===== src/sv/vnpo_pkg.sv =====
// Shared types, constants and the cosine weight function for the
// value noise pixel overlay. Depends on nothing; every module imports it.
`default_nettype none

package vnpo_pkg;

  localparam int unsigned DEF_MAX_OCTAVES    = 8;
  localparam int unsigned DEF_COORD_BITS     = 12;
  localparam int unsigned DEF_COS_TABLE_BITS = 8;

  localparam int unsigned CHAN_W  = 8;
  localparam int unsigned SIZE_W  = 13;
  localparam int unsigned INV_W   = 24;
  localparam int unsigned OCT_W   = 4;
  localparam int unsigned NOISE_W = 32;
  localparam int unsigned ACC_W   = 36;
  localparam int unsigned PTR_W   = 4;
  localparam int unsigned LAT_N   = 16;
  localparam int unsigned PADDR_W = 5;
  localparam int unsigned PDATA_W = 32;

  localparam logic [SIZE_W-1:0] RST_WIDTH   = 13'd256;
  localparam logic [SIZE_W-1:0] RST_HEIGHT  = 13'd256;
  localparam logic [INV_W-1:0]  RST_INV     = 24'd4096;
  localparam logic [OCT_W-1:0]  RST_OCTAVES = 4'd4;

  localparam logic [31:0] HASH_MUL_Y = 32'd57;
  localparam int unsigned HASH_SHIFT = 13;
  localparam logic [31:0] HASH_C1    = 32'd15731;
  localparam logic [31:0] HASH_C2    = 32'd789221;
  localparam logic [31:0] HASH_C3    = 32'd1376312589;
  localparam logic signed [NOISE_W-1:0] NOISE_ONE = 32'sh4000_0000;

  typedef enum logic [2:0] {
    REG_WIDTH   = 3'd0,
    REG_HEIGHT  = 3'd1,
    REG_INV_X   = 3'd2,
    REG_INV_Y   = 3'd3,
    REG_OCTAVES = 3'd4
  } reg_idx_e;

  typedef enum logic [2:0] {
    BL_IDLE,
    BL_ROW0,
    BL_ROW1,
    BL_ROW1_DONE,
    BL_COL,
    BL_COL_DONE
  } blend_ph_e;

  typedef enum logic [3:0] {
    ST_IDLE,
    ST_PREP,
    ST_OCT,
    ST_HASH,
    ST_DRAIN,
    ST_SMOOTH,
    ST_BLEND,
    ST_ACC,
    ST_LEVEL
  } state_e;

  typedef struct packed {
    logic [CHAN_W-1:0] in_chan0;
    logic [CHAN_W-1:0] in_chan1;
    logic [CHAN_W-1:0] in_chan2;
    logic [CHAN_W-1:0] in_chan3;
  } in_t;

  typedef struct packed {
    logic [CHAN_W-1:0] out_chan0;
    logic [CHAN_W-1:0] out_chan1;
    logic [CHAN_W-1:0] out_chan2;
    logic [CHAN_W-1:0] out_chan3;
    logic [CHAN_W-1:0] noise_level;
    logic              frame_end;
  } out_t;

  typedef struct packed {
    logic [SIZE_W-1:0] image_width;
    logic [SIZE_W-1:0] image_height;
    logic [INV_W-1:0]  inv_wavelength_x;
    logic [INV_W-1:0]  inv_wavelength_y;
    logic [OCT_W-1:0]  octave_count;
  } cfg_t;

  typedef struct packed {
    logic             load_pix;
    logic             acc_clr;
    logic             oct_setup;
    logic             hash_issue;
    logic [PTR_W-1:0] hash_idx;
    logic             smooth;
    blend_ph_e        blend_ph;
    logic             acc_en;
    logic [OCT_W-1:0] oct_k;
    logic             out_load;
  } cmd_t;

  typedef struct packed {
    logic hash_busy;
  } status_t;

  // Q0.16 weight (1-cos(pi*i/N))/2 built as sin^2 from a Q30 series
  function automatic logic [15:0] cos_weight(input longint unsigned i,
                                             input int unsigned tbits);
    longint unsigned phi;
    longint unsigned phi2;
    longint unsigned term;
    longint unsigned w;
    longint          s;
    phi  = (64'd3373259426 * i + (64'd1 << tbits)) >> (tbits + 1);
    phi2 = (phi * phi) >> 30;
    term = phi;
    s    = longint'(phi);
    term = ((term * phi2) >> 30) / 6;   s = s - longint'(term);
    term = ((term * phi2) >> 30) / 20;  s = s + longint'(term);
    term = ((term * phi2) >> 30) / 42;  s = s - longint'(term);
    term = ((term * phi2) >> 30) / 72;  s = s + longint'(term);
    term = ((term * phi2) >> 30) / 110; s = s - longint'(term);
    term = ((term * phi2) >> 30) / 156; s = s + longint'(term);
    term = ((term * phi2) >> 30) / 210; s = s - longint'(term);
    term = ((term * phi2) >> 30) / 272; s = s + longint'(term);
    term = ((term * phi2) >> 30) / 342; s = s - longint'(term);
    term = ((term * phi2) >> 30) / 420; s = s + longint'(term);
    if (s < 0) begin
      s = 0;
    end
    w = (longint'(s) * longint'(s) + (64'd1 << 43)) >> 44;
    return (w > 64'd65535) ? 16'hffff : w[15:0];
  endfunction

endpackage

`default_nettype wire


===== src/sv/vnpo_ctrl.sv =====
// Sequencer: walks one word through octaves, lattice hashing, smoothing
// and blending, and owns the handshakes. Depends on vnpo_pkg.
`default_nettype none

module vnpo_ctrl import vnpo_pkg::*; #(
  parameter int unsigned MAX_OCTAVES = DEF_MAX_OCTAVES
) (
  input  logic    clk_i,
  input  logic    rst_ni,
  input  cfg_t    cfg_i,
  input  logic    in_valid_i,
  output logic    in_ready_o,
  output logic    out_valid_o,
  input  logic    out_ready_i,
  input  status_t status_i,
  output cmd_t    cmd_o
);

  state_e           state_q, state_d;
  blend_ph_e        bl_q, bl_d;
  logic [OCT_W-1:0] k_q, k_d;
  logic [PTR_W-1:0] cnt_q, cnt_d;
  logic             out_valid_q, out_valid_d;
  logic [OCT_W-1:0] oct_eff;

  assign oct_eff = (cfg_i.octave_count > OCT_W'(MAX_OCTAVES)) ?
                   OCT_W'(MAX_OCTAVES) : cfg_i.octave_count;
  assign out_valid_o = out_valid_q;

  always_comb begin
    state_d    = state_q;
    bl_d       = bl_q;
    k_d        = k_q;
    cnt_d      = cnt_q;
    in_ready_o = 1'b0;
    cmd_o          = '0;
    cmd_o.blend_ph = BL_IDLE;
    cmd_o.oct_k    = k_q;
    cmd_o.hash_idx = cnt_q;
    unique case (state_q)
      ST_IDLE: begin
        in_ready_o = 1'b1;
        if (in_valid_i) begin
          cmd_o.load_pix = 1'b1;
          state_d        = ST_PREP;
        end
      end
      ST_PREP: begin
        cmd_o.acc_clr = 1'b1;
        k_d           = '0;
        state_d       = (oct_eff == '0) ? ST_LEVEL : ST_OCT;
      end
      ST_OCT: begin
        cmd_o.oct_setup = 1'b1;
        cnt_d           = '0;
        state_d         = ST_HASH;
      end
      ST_HASH: begin
        cmd_o.hash_issue = 1'b1;
        cnt_d            = cnt_q + 1'b1;
        if (cnt_q == '1) begin
          state_d = ST_DRAIN;
        end
      end
      ST_DRAIN: begin
        if (!status_i.hash_busy) begin
          state_d = ST_SMOOTH;
        end
      end
      ST_SMOOTH: begin
        cmd_o.smooth = 1'b1;
        bl_d         = BL_ROW0;
        state_d      = ST_BLEND;
      end
      ST_BLEND: begin
        cmd_o.blend_ph = bl_q;
        unique case (bl_q)
          BL_ROW0:      bl_d = BL_ROW1;
          BL_ROW1:      bl_d = BL_ROW1_DONE;
          BL_ROW1_DONE: bl_d = BL_COL;
          BL_COL:       bl_d = BL_COL_DONE;
          default: begin
            bl_d    = BL_IDLE;
            state_d = ST_ACC;
          end
        endcase
      end
      ST_ACC: begin
        cmd_o.acc_en = 1'b1;
        k_d          = k_q + 1'b1;
        state_d      = (k_q + 1'b1 == oct_eff) ? ST_LEVEL : ST_OCT;
      end
      ST_LEVEL: begin
        if (!out_valid_q || out_ready_i) begin
          cmd_o.out_load = 1'b1;
          state_d        = ST_IDLE;
        end
      end
      default: state_d = ST_IDLE;
    endcase
  end

  always_comb begin
    out_valid_d = out_valid_q;
    if (cmd_o.out_load) begin
      out_valid_d = 1'b1;
    end else if (out_ready_i) begin
      out_valid_d = 1'b0;
    end
  end

  always_ff @(posedge clk_i or negedge rst_ni) begin
    if (!rst_ni) begin
      state_q     <= ST_IDLE;
      bl_q        <= BL_IDLE;
      k_q         <= '0;
      cnt_q       <= '0;
      out_valid_q <= 1'b0;
    end else begin
      state_q     <= state_d;
      bl_q        <= bl_d;
      k_q         <= k_d;
      cnt_q       <= cnt_d;
      out_valid_q <= out_valid_d;
    end
  end

endmodule

`default_nettype wire


===== config.mk =====
export PLATFORM = sky130hd
export DESIGN_NAME = vnpo_ctrl
export DESIGN_NICKNAME = d
export VERILOG_FILES = /design/src/sv/vnpo_pkg.sv /design/src/sv/vnpo_ctrl.sv
export SDC_FILE = /design/constraint.sdc
export NUM_CORES = 1
export LEC_CHECK = 0
export ABC_AREA = 0
export BUFFER_PORTS_ARGS = -buffer_cell sky130_fd_sc_hd__buf_2
export CAP_MARGIN = 20
export CORE_MARGIN = 2
export CORE_UTILIZATION = 40
export CTS_CLUSTER_SIZE = 40
export DETAILED_ROUTE_END_ITERATION = 8
export PLACE_DENSITY = 0.84
export SLEW_MARGIN = 10
export SYNTH_ARGS = -nofsm -noshare
export SYNTH_HDL_FRONTEND = slang
export SYNTH_SLANG_ARGS = --single-unit

===== constraint.sdc =====
create_clock -name clk_i -period 3.17 [get_ports clk_i]
set_input_delay 0.1585 -clock clk_i [delete_from_list [all_inputs] [get_ports clk_i]]
set_output_delay 0.1585 -clock clk_i [all_outputs]
set_load 0.005 [all_outputs]

==> results.cfg <==
[yosys]
ys_ff_latch = 16
synth_edf_count = 0
syn_inst = 126
synthesis.area_sq_um = 1137
yosys_warnings = 0
synth_cell_type_count = 51
synth_area_leaders = dfrtp_1 35%, o21ai_0 6.2%, nand2_1 3.3%
async_flop_share = 1.000
synth_top_flop_cell = dfrtp_1
yosysMostFrequentCell = dfrtp_1
yosysTopAreaCell = dfrtp_1
synth_area_per_cell_sq_um = 9.027
yosys.area.top_type_share = 0.3520
synth_seq_area_share = 0.3520
syn_nets = 211
synth_common_cells = 16 x dfrtp_1, 14 x o21ai_0, 10 x nand2_1, 6 x a21oi_1, 6 x inv_1

[cts]
htree_levels = 1
clkLatencyLatePin_ps = 290
clockBufferDepth = 2
cts_tree = done
path_clk_slew_ps = 100
cts_buffers = 3
root_buffer = clkbuf_4
ctsResizeCount = 0
cts.sinks = 16

[die]
die_y_microns = 57.33
initial_core_util = 0.4160
dieArea_sq_um = 3286
ios = 103
dieWidth_microns = 57.33
core_area_sq_um = 2734
fp-row-count = 19

[critical_path]
crit_required_ps = 3010
r2r_start = state_q[1]
crit_path_max_fanout = 18
crit_type = flop to output pin
r2r_end = state_q[0]
cp.arrival_ps = 2110
r2r_cells = 3
crit_path_start_kind = flop
reg2reg_slack_ps = 1070
critical_path.endpoint_type = output pin

[pwr]
ir_drop_v = 0.0003109
leakagePower_uw = 0.0006299
total_power_uw = 718.5
p_per_area_nw_per_um2 = 549.5

[grt]
grt_max_degree = 19
grt_usage = 0.1636
grt_pass1_wl_microns = 4278
antenna_found_initial = 0
grt_overflow_total = 0
grt_pass1_vias = 974

[sta]
drv_slew = 0
slew_headroom = 0.3099
fin_setup_tns_ps = 0
fmaxAchievable_ghz = 0.4408
worst_pin_slew_ps = 1021
rsz0062_at_grt = no
setup_viol = 0
fin_crit_sh = 0.7156
skew_ps = 0.5781
hold_viol = 0
min_period_ps = 2268

[layout]
fin_nets = 236
syn2layout_area_growth_pct = 14.96
fillCellCount = 267
antennaDiodeCount = 0
drive_above_1_share = 0.2933

[detailed_routing]
first_iter_violations = 31
ant_nets = 0
via_per_inst = 5.779
routedWlPerCell_microns = 13.83
wl_microns = 2504
firstDrtPassIters = 4
dr_total_vias = 1046
drcViolationCount = 0

[placed_design]
dp_hpwl_microns = 1853
place_congestion = 0.7775
port_buffers = 28

[status]
outcome = completed

[min_path]
hold_path.class = input pin to flop
hold_depth = 3
min-delay-start = out_ready_i
whs_endpoint = out_valid_o

[run]
maxCapViolCount = 0
==> stage by stage <==
step / worst slack, ps / std cells / utilization / hold WS (ps) / instance area [sq um]
floorplan: 1614 / 126 / - / -137.1 / 1137
global placement: 1274 / 176 / 0.4613 / 87.68 / 1261
detailed placement: 1079 / 176 / 0.4613 / 104.5 / 1261
CTS: 878.9 / 181 / 0.4783 / 178.4 / 1308
global route: 699.6 / 181 / 0.4783 / 219.8 / 1308
finish: 901.5 / 181 / 0.4783 / 185.0 / 1308
==> state kept, by name (all words and copies together), names as in the netlist <==
register,count
cnt_q,4
bl_q,3
state_q,4
out_valid_o,1
k_q,4
==> report_power, final <==
group | internal, uW | total, uW | switching [uW]
registers | 235 | 308 | 73.4
logic | 135 | 272 | 137
clock network | 69.9 | 139 | 68.8
==> per-layer routing <==
layer | GRT usage | vias to the layer above | share of wire
met4 | 0.06312 | 0 | 0.012
met1 | 0.2129 | 502 | 0.45
met2 | 0.2742 | 33 | 0.48
li1 | - | 507 | -
met3 | 0.02494 | 4 | 0.055
met5 | 0 | - | 0
==> placed cells by master (no fill, tap or decap), types with 2 or more instances in the layout <==
master	n
o21ai_0	14
inv_1	6
nor2b_1	5
or4_4	2
buf_2	28
nor2_1	5
dfrtp_1	16
xnor2_1	4
a22o_1	3
nand2_1	10
a211oi_1	2
nor3_1	2
nand3_1	3
o2bb2ai_1	2
ha_1	2
nand2b_1	2
a21oi_1	6
and2_1	4
clkbuf_4	3
==> layout make-up <==
type | instances | area, sq um | area share
multi-input cells | 93 | 651.9 | 0.4986
flip-flops and latches | 16 | 400.4 | 0.3062
repair buffers | 29 | 150.1 | 0.1148
well taps | 31 | 38.79 | 0.02967
clock buffers | 4 | 36.28 | 0.02775
inverters | 8 | 30.03 | 0.02297
==> critical path, stage by stage (launching register included) <==
cell and delay (ps):
dfrtp_1 690, nor4bb_1 870, buf_2 250
==> cells by family (layout without fill, tap and decap cells) <==
family | count (synthesis) | in the layout | share of synthesized area
flops | 16 | 16 | 0.3520
buf+inv | 17 | 41 | 0.07479
compound gates | 39 | 39 | 0.2332
xor+xnor | 6 | 6 | 0.05830
simple gates | 44 | 44 | 0.2409
fa+ha+maj | 2 | 2 | 0.02200
mux | 2 | 2 | 0.01870
==> worst max path at each step <==
stage / cells past startpoint / to / startpoint
2_1_floorplan: 5 / state_q[3] / k_q[0]
3_3_place_gp: 3 / state_q[0] / state_q[1]
3_5_place_dp: 3 / state_q[0] / state_q[1]
4_1_cts: 2 / cmd_o[14] / state_q[1]
5_1_grt: 2 / cmd_o[14] / state_q[1]
6_report: 2 / cmd_o[14] / state_q[1]
==> timing repair <==
action                                 4_1_cts  5_1_grt
buffers inserted                             0        0
endpoints found under the hold margin       16        0
hold buffers                                 1        0
Note: power is estimated with default switching activity, not from simulation.
