--- src/sv/vnpo_pkg.sv ---
// Shared types, constants and the cosine weight function for the
// value noise pixel overlay. Depends on nothing; every module imports it.
`default_nettype none

package vnpo_pkg;

  localparam int unsigned DEF_MAX_OCTAVES    = 8;
  localparam int unsigned DEF_COORD_BITS     = 12;
  localparam int unsigned DEF_COS_TABLE_BITS = 8;

  localparam int unsigned CHAN_W  = 8;
  localparam int unsigned SIZE_W  = 13;
  localparam int unsigned INV_W   = 24;
  localparam int unsigned OCT_W   = 4;
  localparam int unsigned NOISE_W = 32;
  localparam int unsigned ACC_W   = 36;
  localparam int unsigned PTR_W   = 4;
  localparam int unsigned LAT_N   = 16;
  localparam int unsigned PADDR_W = 5;
  localparam int unsigned PDATA_W = 32;

  localparam logic [SIZE_W-1:0] RST_WIDTH   = 13'd256;
  localparam logic [SIZE_W-1:0] RST_HEIGHT  = 13'd256;
  localparam logic [INV_W-1:0]  RST_INV     = 24'd4096;
  localparam logic [OCT_W-1:0]  RST_OCTAVES = 4'd4;

  localparam logic [31:0] HASH_MUL_Y = 32'd57;
  localparam int unsigned HASH_SHIFT = 13;
  localparam logic [31:0] HASH_C1    = 32'd15731;
  localparam logic [31:0] HASH_C2    = 32'd789221;
  localparam logic [31:0] HASH_C3    = 32'd1376312589;
  localparam logic signed [NOISE_W-1:0] NOISE_ONE = 32'sh4000_0000;

  typedef enum logic [2:0] {
    REG_WIDTH   = 3'd0,
    REG_HEIGHT  = 3'd1,
    REG_INV_X   = 3'd2,
    REG_INV_Y   = 3'd3,
    REG_OCTAVES = 3'd4
  } reg_idx_e;

  typedef enum logic [2:0] {
    BL_IDLE,
    BL_ROW0,
    BL_ROW1,
    BL_ROW1_DONE,
    BL_COL,
    BL_COL_DONE
  } blend_ph_e;

  typedef enum logic [3:0] {
    ST_IDLE,
    ST_PREP,
    ST_OCT,
    ST_HASH,
    ST_DRAIN,
    ST_SMOOTH,
    ST_BLEND,
    ST_ACC,
    ST_LEVEL
  } state_e;

  typedef struct packed {
    logic [CHAN_W-1:0] in_chan0;
    logic [CHAN_W-1:0] in_chan1;
    logic [CHAN_W-1:0] in_chan2;
    logic [CHAN_W-1:0] in_chan3;
  } in_t;

  typedef struct packed {
    logic [CHAN_W-1:0] out_chan0;
    logic [CHAN_W-1:0] out_chan1;
    logic [CHAN_W-1:0] out_chan2;
    logic [CHAN_W-1:0] out_chan3;
    logic [CHAN_W-1:0] noise_level;
    logic              frame_end;
  } out_t;

  typedef struct packed {
    logic [SIZE_W-1:0] image_width;
    logic [SIZE_W-1:0] image_height;
    logic [INV_W-1:0]  inv_wavelength_x;
    logic [INV_W-1:0]  inv_wavelength_y;
    logic [OCT_W-1:0]  octave_count;
  } cfg_t;

  typedef struct packed {
    logic             load_pix;
    logic             acc_clr;
    logic             oct_setup;
    logic             hash_issue;
    logic [PTR_W-1:0] hash_idx;
    logic             smooth;
    blend_ph_e        blend_ph;
    logic             acc_en;
    logic [OCT_W-1:0] oct_k;
    logic             out_load;
  } cmd_t;

  typedef struct packed {
    logic hash_busy;
  } status_t;

  // Q0.16 weight (1-cos(pi*i/N))/2 built as sin^2 from a Q30 series
  function automatic logic [15:0] cos_weight(input longint unsigned i,
                                             input int unsigned tbits);
    longint unsigned phi;
    longint unsigned phi2;
    longint unsigned term;
    longint unsigned w;
    longint          s;
    phi  = (64'd3373259426 * i + (64'd1 << tbits)) >> (tbits + 1);
    phi2 = (phi * phi) >> 30;
    term = phi;
    s    = longint'(phi);
    term = ((term * phi2) >> 30) / 6;   s = s - longint'(term);
    term = ((term * phi2) >> 30) / 20;  s = s + longint'(term);
    term = ((term * phi2) >> 30) / 42;  s = s - longint'(term);
    term = ((term * phi2) >> 30) / 72;  s = s + longint'(term);
    term = ((term * phi2) >> 30) / 110; s = s - longint'(term);
    term = ((term * phi2) >> 30) / 156; s = s + longint'(term);
    term = ((term * phi2) >> 30) / 210; s = s - longint'(term);
    term = ((term * phi2) >> 30) / 272; s = s + longint'(term);
    term = ((term * phi2) >> 30) / 342; s = s - longint'(term);
    term = ((term * phi2) >> 30) / 420; s = s + longint'(term);
    if (s < 0) begin
      s = 0;
    end
    w = (longint'(s) * longint'(s) + (64'd1 << 43)) >> 44;
    return (w > 64'd65535) ? 16'hffff : w[15:0];
  endfunction

endpackage

`default_nettype wire

--- src/sv/vnpo_regs.sv ---
// Configuration register file behind the APB-style port.
// Depends on vnpo_pkg.
`default_nettype none

module vnpo_regs import vnpo_pkg::*; (
  input  logic               clk_i,
  input  logic               rst_ni,
  input  logic               psel,
  input  logic               penable,
  input  logic               pwrite,
  input  logic [PADDR_W-1:0] paddr,
  input  logic [PDATA_W-1:0] pwdata,
  output logic [PDATA_W-1:0] prdata,
  output logic               pready,
  output cfg_t               cfg_o
);

  cfg_t     cfg_q;
  cfg_t     cfg_d;
  reg_idx_e idx;
  logic     wr_en;

  assign idx    = reg_idx_e'(paddr[PADDR_W-1:2]);
  assign wr_en  = psel && penable && pwrite;
  assign pready = 1'b1;
  assign cfg_o  = cfg_q;

  always_comb begin
    cfg_d = cfg_q;
    if (wr_en) begin
      unique case (idx)
        REG_WIDTH:   cfg_d.image_width      = pwdata[SIZE_W-1:0];
        REG_HEIGHT:  cfg_d.image_height     = pwdata[SIZE_W-1:0];
        REG_INV_X:   cfg_d.inv_wavelength_x = pwdata[INV_W-1:0];
        REG_INV_Y:   cfg_d.inv_wavelength_y = pwdata[INV_W-1:0];
        REG_OCTAVES: cfg_d.octave_count     = pwdata[OCT_W-1:0];
        default: ;
      endcase
    end
  end

  always_comb begin
    unique case (idx)
      REG_WIDTH:   prdata = PDATA_W'(cfg_q.image_width);
      REG_HEIGHT:  prdata = PDATA_W'(cfg_q.image_height);
      REG_INV_X:   prdata = PDATA_W'(cfg_q.inv_wavelength_x);
      REG_INV_Y:   prdata = PDATA_W'(cfg_q.inv_wavelength_y);
      REG_OCTAVES: prdata = PDATA_W'(cfg_q.octave_count);
      default:     prdata = '0;
    endcase
  end

  always_ff @(posedge clk_i or negedge rst_ni) begin
    if (!rst_ni) begin
      cfg_q.image_width      <= RST_WIDTH;
      cfg_q.image_height     <= RST_HEIGHT;
      cfg_q.inv_wavelength_x <= RST_INV;
      cfg_q.inv_wavelength_y <= RST_INV;
      cfg_q.octave_count     <= RST_OCTAVES;
    end else begin
      cfg_q <= cfg_d;
    end
  end

endmodule

`default_nettype wire

--- config.mk ---
export PLATFORM = sky130hd
export DESIGN_NAME = vnpo_regs
export DESIGN_NICKNAME = d
export VERILOG_FILES = /design/src/sv/vnpo_pkg.sv /design/src/sv/vnpo_regs.sv
export SDC_FILE = /design/constraint.sdc
export NUM_CORES = 1
export LEC_CHECK = 0
export ABC_AREA = 0
export BUFFER_PORTS_ARGS = -buffer_cell sky130_fd_sc_hd__buf_2
export CAP_MARGIN = 40
export CORE_MARGIN = 1
export CORE_UTILIZATION = 38
export DETAILED_ROUTE_END_ITERATION = 6
export HOLD_SLACK_MARGIN = 0.1
export PLACE_DENSITY = 0.69
export SYNTH_ARGS = -nofsm -noshare
export SYNTH_HDL_FRONTEND = slang
export SYNTH_SLANG_ARGS = --single-unit
--- constraint.sdc ---
create_clock -name clk_i -period 3.2 [get_ports clk_i]
set_clock_uncertainty 0.05 [all_clocks]
set_input_delay 0.48 -clock clk_i [delete_from_list [all_inputs] [get_ports clk_i]]
set_output_delay 0.48 -clock clk_i [all_outputs]
set_load 0.02 [all_outputs]
==> results.sh, run 1 <==
export IMPL_status="finished, final reports clean"
export IMPL_worstPathArrival_ns=1.88
export IMPL_synth_top_area_share=0.4939
export IMPL_r2r_start="cfg_o[63]"
export IMPL_core_area_um2=9328
export IMPL_muxShareOfSynthArea=0.3444
export IMPL_dpl_hpwl_um=6104
export IMPL_yosysUniqueCellTypes=23
export IMPL_antenna_found_initial=0
export IMPL_synth_area_per_cell_um2=14.56
export IMPL_rsz0062_at_grt="no"
export IMPL_hold_class="primary input to register"
export IMPL_required_ns=2.67
export IMPL_synth_async_reset_ratio=1.000
export IMPL_finalCriticalPeriod_ns=2.413
export IMPL_cts_tree="done"
export IMPL_grt_pass1_wl_um=13800
export IMPL_die_area_um2=10130
export IMPL_critPathLaunch="paddr[2]"
export IMPL_synthesis_area_um2=3699
export IMPL_ant_nets=0
export IMPL_post_cts_setup_buffers=0
export IMPL_synth_top_family_by_area="multiplexers"
export IMPL_setup_tns_ns=0
export IMPL_drive_above_1_share=0.6557
export IMPL_synth_warnings=0
export IMPL_rows=35
export IMPL_root_buffer="clkbuf_8"
export IMPL_clock_path_buffers=2
export IMPL_syn_to_final_growth_pct=28.01
export IMPL_grt_pass1_vias=2591
export IMPL_synth_compound_area_frac=0.02030
export IMPL_clock_latency_ns=0.33
export IMPL_power_density_nw_per_um2=645.0
export IMPL_yosys_area_share_simple=0.06123
export IMPL_synth_main_ff_cell="dfrtp_1"
export IMPL_final_hold_viol_count=0
export IMPL_critPathMaxFanout=17
export IMPL_grt_usage=0.1803
export IMPL_drv_slew=0
export IMPL_num_io_pins=153
export IMPL_clkTransAtPathRegs_ns=0.08
export IMPL_start_util=0.3965
export IMPL_p_leak_nw=2.433
export IMPL_die_w_um=100.7
export IMPL_fin_crit_sh=0.7541
export IMPL_ir_worst_vdd_v=0.0002784
export IMPL_grt_max_degree=47
export IMPL_routed_wl_um=8516
export IMPL_path_class="primary input to primary output"
export IMPL_dr_pass1_iters=4
export IMPL_final_cell_area_um2=4735
export IMPL_cts_buffers=9
export IMPL_cts_sinks=78
export IMPL_vias=2588
export IMPL_antenna_cells=0
export IMPL_nets=433
export IMPL_yosysTopAreaCell="dfrtp_1"
export IMPL_remaining_drc_errors=0
export IMPL_clock_fmax_mhz=414.4
export IMPL_gp_congestion=0.7224
export IMPL_synth_area_top_cells="dfrtp_1 49%, mux2_2 22%, mux4_2 5.5%, mux2_4 4.1%, dfstp_2 3.6%"
export IMPL_synth_fa_ha_area_frac=0
export IMPL_vias_per_cell=4.939
export IMPL_synth_edf_count=0
export IMPL_setup_viol=0
export IMPL_htreeDepth=3
export IMPL_largest_reg_flops=78
export IMPL_min_from="pwdata[18]"
export IMPL_wl_per_cell_um=16.25
export IMPL_relSlewSlack=0.6053
export IMPL_drv_cap=0
export IMPL_cts_resized_gates=0
export IMPL_synth_xor_area_share=0
export IMPL_synth_seq_area_share=0.5294
export IMPL_place_area_um2=4513
export IMPL_worst_pin_slew_ns=0.5920
export IMPL_synth_ff_latch_count=78
export IMPL_netlist_instances=254
export IMPL_fp_dieH_um=100.7
export IMPL_worst_setup_path_start_kind="primary input"
export IMPL_cp_end_kind="primary output"
export IMPL_io_buffers=133
export IMPL_overflow=0
export IMPL_drt_iter0_drc=57
-- critical path, stage by stage --
cell	delay [ns]
buf_2	0.31
buf_12	0.21
nor2b_1	0.31
a22oi_1	0.15
o22ai_1	0.21
buf_2	0.20
-- cell usage after synthesis, types with 2 or more instances --
cell type  number
dfrtp_1        73
mux2_2         72
buf_4          13
nor2_1         12
mux2i_1        11
nor2b_1        11
mux2_4         10
mux4_2          9
buf_2           6
clkbuf_1        5
dfstp_2         5
a21oi_1         4
a22oi_1         4
nor3b_1         4
o22ai_1         4
nor3b_2         3
conb_1          2
-- per-layer routing --
layer | vias to the layer above | wire, µm | global-route usage | part of all wire
li1 | 1173 | - | - | -
met1 | 1300 | 3781 | 0.2374 | 0.44
met2 | 106 | 4128 | 0.2914 | 0.48
met3 | 9 | 508 | 0.03883 | 0.060
met4 | 0 | 97 | 0.07023 | 0.011
met5 | - | 0 | 0 | 0
-- stage by stage --
| stage | worst slack [ns] | total power (W) | hold slack [ns] | util | instances |
|---|---|---|---|---|---|
| 6_report | 0.7869 | 0.003054 | 0.3254 | 0.5076 | 524 |
| 5_1_grt | 0.6241 | 0.003221 | 0.3052 | 0.5076 | 524 |
| 4_1_cts | 0.7624 | 0.003101 | 0.3039 | 0.5076 | 524 |
| 3_5_place_dp | 0.7617 | 0.002295 | 0.4019 | 0.4838 | 508 |
| 3_3_place_gp | 0.7756 | 0.002262 | 0.4546 | 0.4809 | 507 |
| 2_1_floorplan | 0.9767 | 0.001944 | 0.1344 | - | 261 |
-- worst paths after layout --
check | endpoint | slack, ns | cells past startpoint
hold / removal | cfg_o[22] | 0.33 | 2
setup reg to reg | cfg_o[63] | 2.35 | 1
max in group asynchronous | cfg_o[16] | 1.88 | 3
setup / recovery | prdata[0] | 0.79 | 6
hold reg to reg | cfg_o[66] | 0.48 | 1
min in group asynchronous | cfg_o[6] | 0.59 | 2
-- power by group --
group,internal (W),leakage [nW],switching [W]
sequential,0.00119,0.985,0.000145
clock,0.000435,0.109,0.000350
combinational,0.000414,1.34,0.000521
-- cells by family after synthesis --
logic type	Yosys count
other cells	2
simple gates	35
buf+inv	25
compound gates	12
mux	102
flops	78
-- cell type report --
| type | count | area, µm² |
|---|---|---|
| clock buffers | 9 | 123.9 |
| repair buffers | 144 | 785.8 |
| fillers | 865 | 4593 |
| clock inverters | 6 | 87.58 |
| well taps | 129 | 161.4 |
| multi-input cells | 158 | 1618 |
| flip-flops and latches | 78 | 1958 |
-- cells in the final DEF, fill, tap and decap left out, types with 2 or more instances in the layout --
| cell | count |
|---|---|
| buf_2 | 132 |
| dfrtp_1 | 73 |
| mux2_2 | 72 |
| nor2b_1 | 11 |
| mux2i_1 | 11 |
| nor2_1 | 11 |
| mux2_4 | 10 |
| mux4_2 | 9 |
| conb_1 | 9 |
| clkbuf_8 | 9 |
| buf_4 | 9 |
| dfstp_2 | 5 |
| a22oi_1 | 4 |
| nor3b_1 | 4 |
| a21oi_1 | 4 |
| o22ai_1 | 4 |
| nor3b_2 | 2 |
| bufinv_16 | 2 |
| clkinv_4 | 2 |
| clkinv_2 | 2 |
-- timing repair --
| action | in CTS | in global routing |
|---|---|---|
| hold buffers | 1 | 0 |
| endpoints found under the hold margin | 32 | 0 |
| endpoints found under the setup margin | 0 | 0 |
(Power assumes the default switching activity.)
==> run 2: changes to the inputs <==
==> constraint.sdc (replaced) <==
create_clock -name clk_i -period 2.3 [get_ports clk_i]
set_clock_uncertainty 0.05 [all_clocks]
set_input_delay 0.345 -clock clk_i [delete_from_list [all_inputs] [get_ports clk_i]]
set_output_delay 0.345 -clock clk_i [all_outputs]
set_load 0.02 [all_outputs]
==> results.sh, run 2 (synthesized netlist as in run 1, its figures left out) <==
export IMPL_status="finished, final reports clean"
export IMPL_layout_common_cells="132 x buf_2, 73 x dfrtp_1, 72 x mux2_2"
export IMPL_final_hold_viol_count=0
export IMPL_die_w_um=100.7
export IMPL_grt_pass1_wl_um=13680
export IMPL_dr_pass1_iters=4
export IMPL_rsz0062_at_grt="no"
export IMPL_drv_slew=0
export IMPL_grt_pass1_vias=2683
export IMPL_final_common_cell="buf_2"
export IMPL_grt_max_degree=48
export IMPL_start_util=0.3965
export IMPL_fp_dieH_um=100.7
export IMPL_vias_per_cell=4.863
export IMPL_min_to="cfg_o[49]"
export IMPL_antenna_cells=0
export IMPL_clock_fmax_mhz=508.2
export IMPL_min_from="pwdata[21]"
export IMPL_die_area_um2=10130
export IMPL_rows=35
export IMPL_root_buffer="clkbuf_8"
export IMPL_worst_setup_path_start_kind="primary input"
export IMPL_path_class="primary input to primary output"
export IMPL_antenna_found_initial=0
export IMPL_core_area_um2=9328
export IMPL_r2r_cells=1
export IMPL_syn_to_final_growth_pct=29.60
export IMPL_worstPathArrival_ns=1.57
export IMPL_fillers=844
export IMPL_clock_path_buffers=2
export IMPL_drive_above_1_share=0.6558
export IMPL_vias=2563
export IMPL_remaining_drc_errors=0
export IMPL_htreeDepth=3
export IMPL_hold_class="primary input to register"
export IMPL_p_leak_nw=2.452
export IMPL_required_ns=1.90
export IMPL_power_density_nw_per_um2=913.1
export IMPL_ir_worst_vdd_v=0.0004995
export IMPL_overflow=0
export IMPL_timing_hold_ws_ns=0.1946
export IMPL_cts_tree="done"
export IMPL_cts_buffers=9
export IMPL_clkTransAtPathRegs_ns=0.08
export IMPL_largest_reg_flops=78
export IMPL_io_buffers=133
export IMPL_finalCriticalPeriod_ns=1.968
export IMPL_gp_congestion=0.6930
export IMPL_setup_tns_ns=0
export IMPL_cp_end_kind="primary output"
export IMPL_r2r_start="cfg_o[53]"
export IMPL_cts_sinks=78
export IMPL_dpl_hpwl_um=5966
export IMPL_routed_wl_um=8593
export IMPL_r2r_end="cfg_o[53]"
export IMPL_wl_per_cell_um=16.31
export IMPL_num_io_pins=153
export IMPL_setup_viol=0
export IMPL_hold_depth=2
export IMPL_ant_nets=0
export IMPL_fin_crit_sh=0.8555
export IMPL_reg2reg_slack_ns=1.46
export IMPL_worst_pin_slew_ns=0.5278
export IMPL_drt_iter0_drc=72
export IMPL_grt_usage=0.1796
export IMPL_relSlewSlack=0.6481
export IMPL_drv_cap=0
export IMPL_clock_latency_ns=0.33
export IMPL_nets=435
export IMPL_critPathMaxFanout=34
[run 2: per-stage QoR]
stage	total power [W]	instances	worst slack (ns)	util	area (µm²)
2_1_floorplan	0.002705	261	0.3467	-	3725
3_3_place_gp	0.003155	510	0.3170	0.4873	4546
4_1_cts	0.004445	527	0.3375	0.5139	4793
5_1_grt	0.004618	527	0.2012	0.5139	4793
3_5_place_dp	0.003195	510	0.3476	0.4873	4546
6_report	0.004377	527	0.3323	0.5139	4793
[run 2: layout make-up]
cell class,count,area [µm²],area share
multi-input combinational,158,1618,0.3375
tap,129,161.4,0.03367
clock inverter,6,110.1,0.02297
timing repair buffer,146,818.3,0.1707
sequential,78,1958,0.4085
clock buffer,10,127.6,0.02662
[run 2: worst max path at each step]
| stage | startpoint | end | slack (ns) | cells after the start |
|---|---|---|---|---|
| global placement | paddr[2] | prdata[0] | 0.32 | 6 |
| finish | paddr[2] | prdata[0] | 0.33 | 6 |
| global route | paddr[2] | prdata[0] | 0.20 | 6 |
| CTS | paddr[2] | prdata[0] | 0.34 | 6 |
| floorplan | paddr[2] | prdata[10] | 0.35 | 4 |
| detailed placement | paddr[2] | prdata[0] | 0.35 | 6 |
[run 2: routing by layer]
metal,share of wire,GRT usage
met2,0.49,0.3035
met1,0.44,0.2192
met3,0.065,0.06172
met5,0,0
met4,0.0081,0.04794
[run 2: critical path: stages]
cell and delay (ns):
buf_2 0.10, buf_12 0.23, nor2b_1 0.32, a22oi_1 0.14
o22ai_1 0.20, buf_2 0.20
[run 2: report_power, final]
group          internal [W]  leakage, nW  switching, W
combinational      0.000579         1.35      0.000726
clock              0.000719        0.112      0.000499
sequential          0.00165        0.985      0.000201
[run 2: what timing repair did]
action                                 4_1_cts  5_1_grt
hold buffers                                 1        0
setup buffers                                0        0
endpoints found under the hold margin       31        0
resized for setup                            0        0
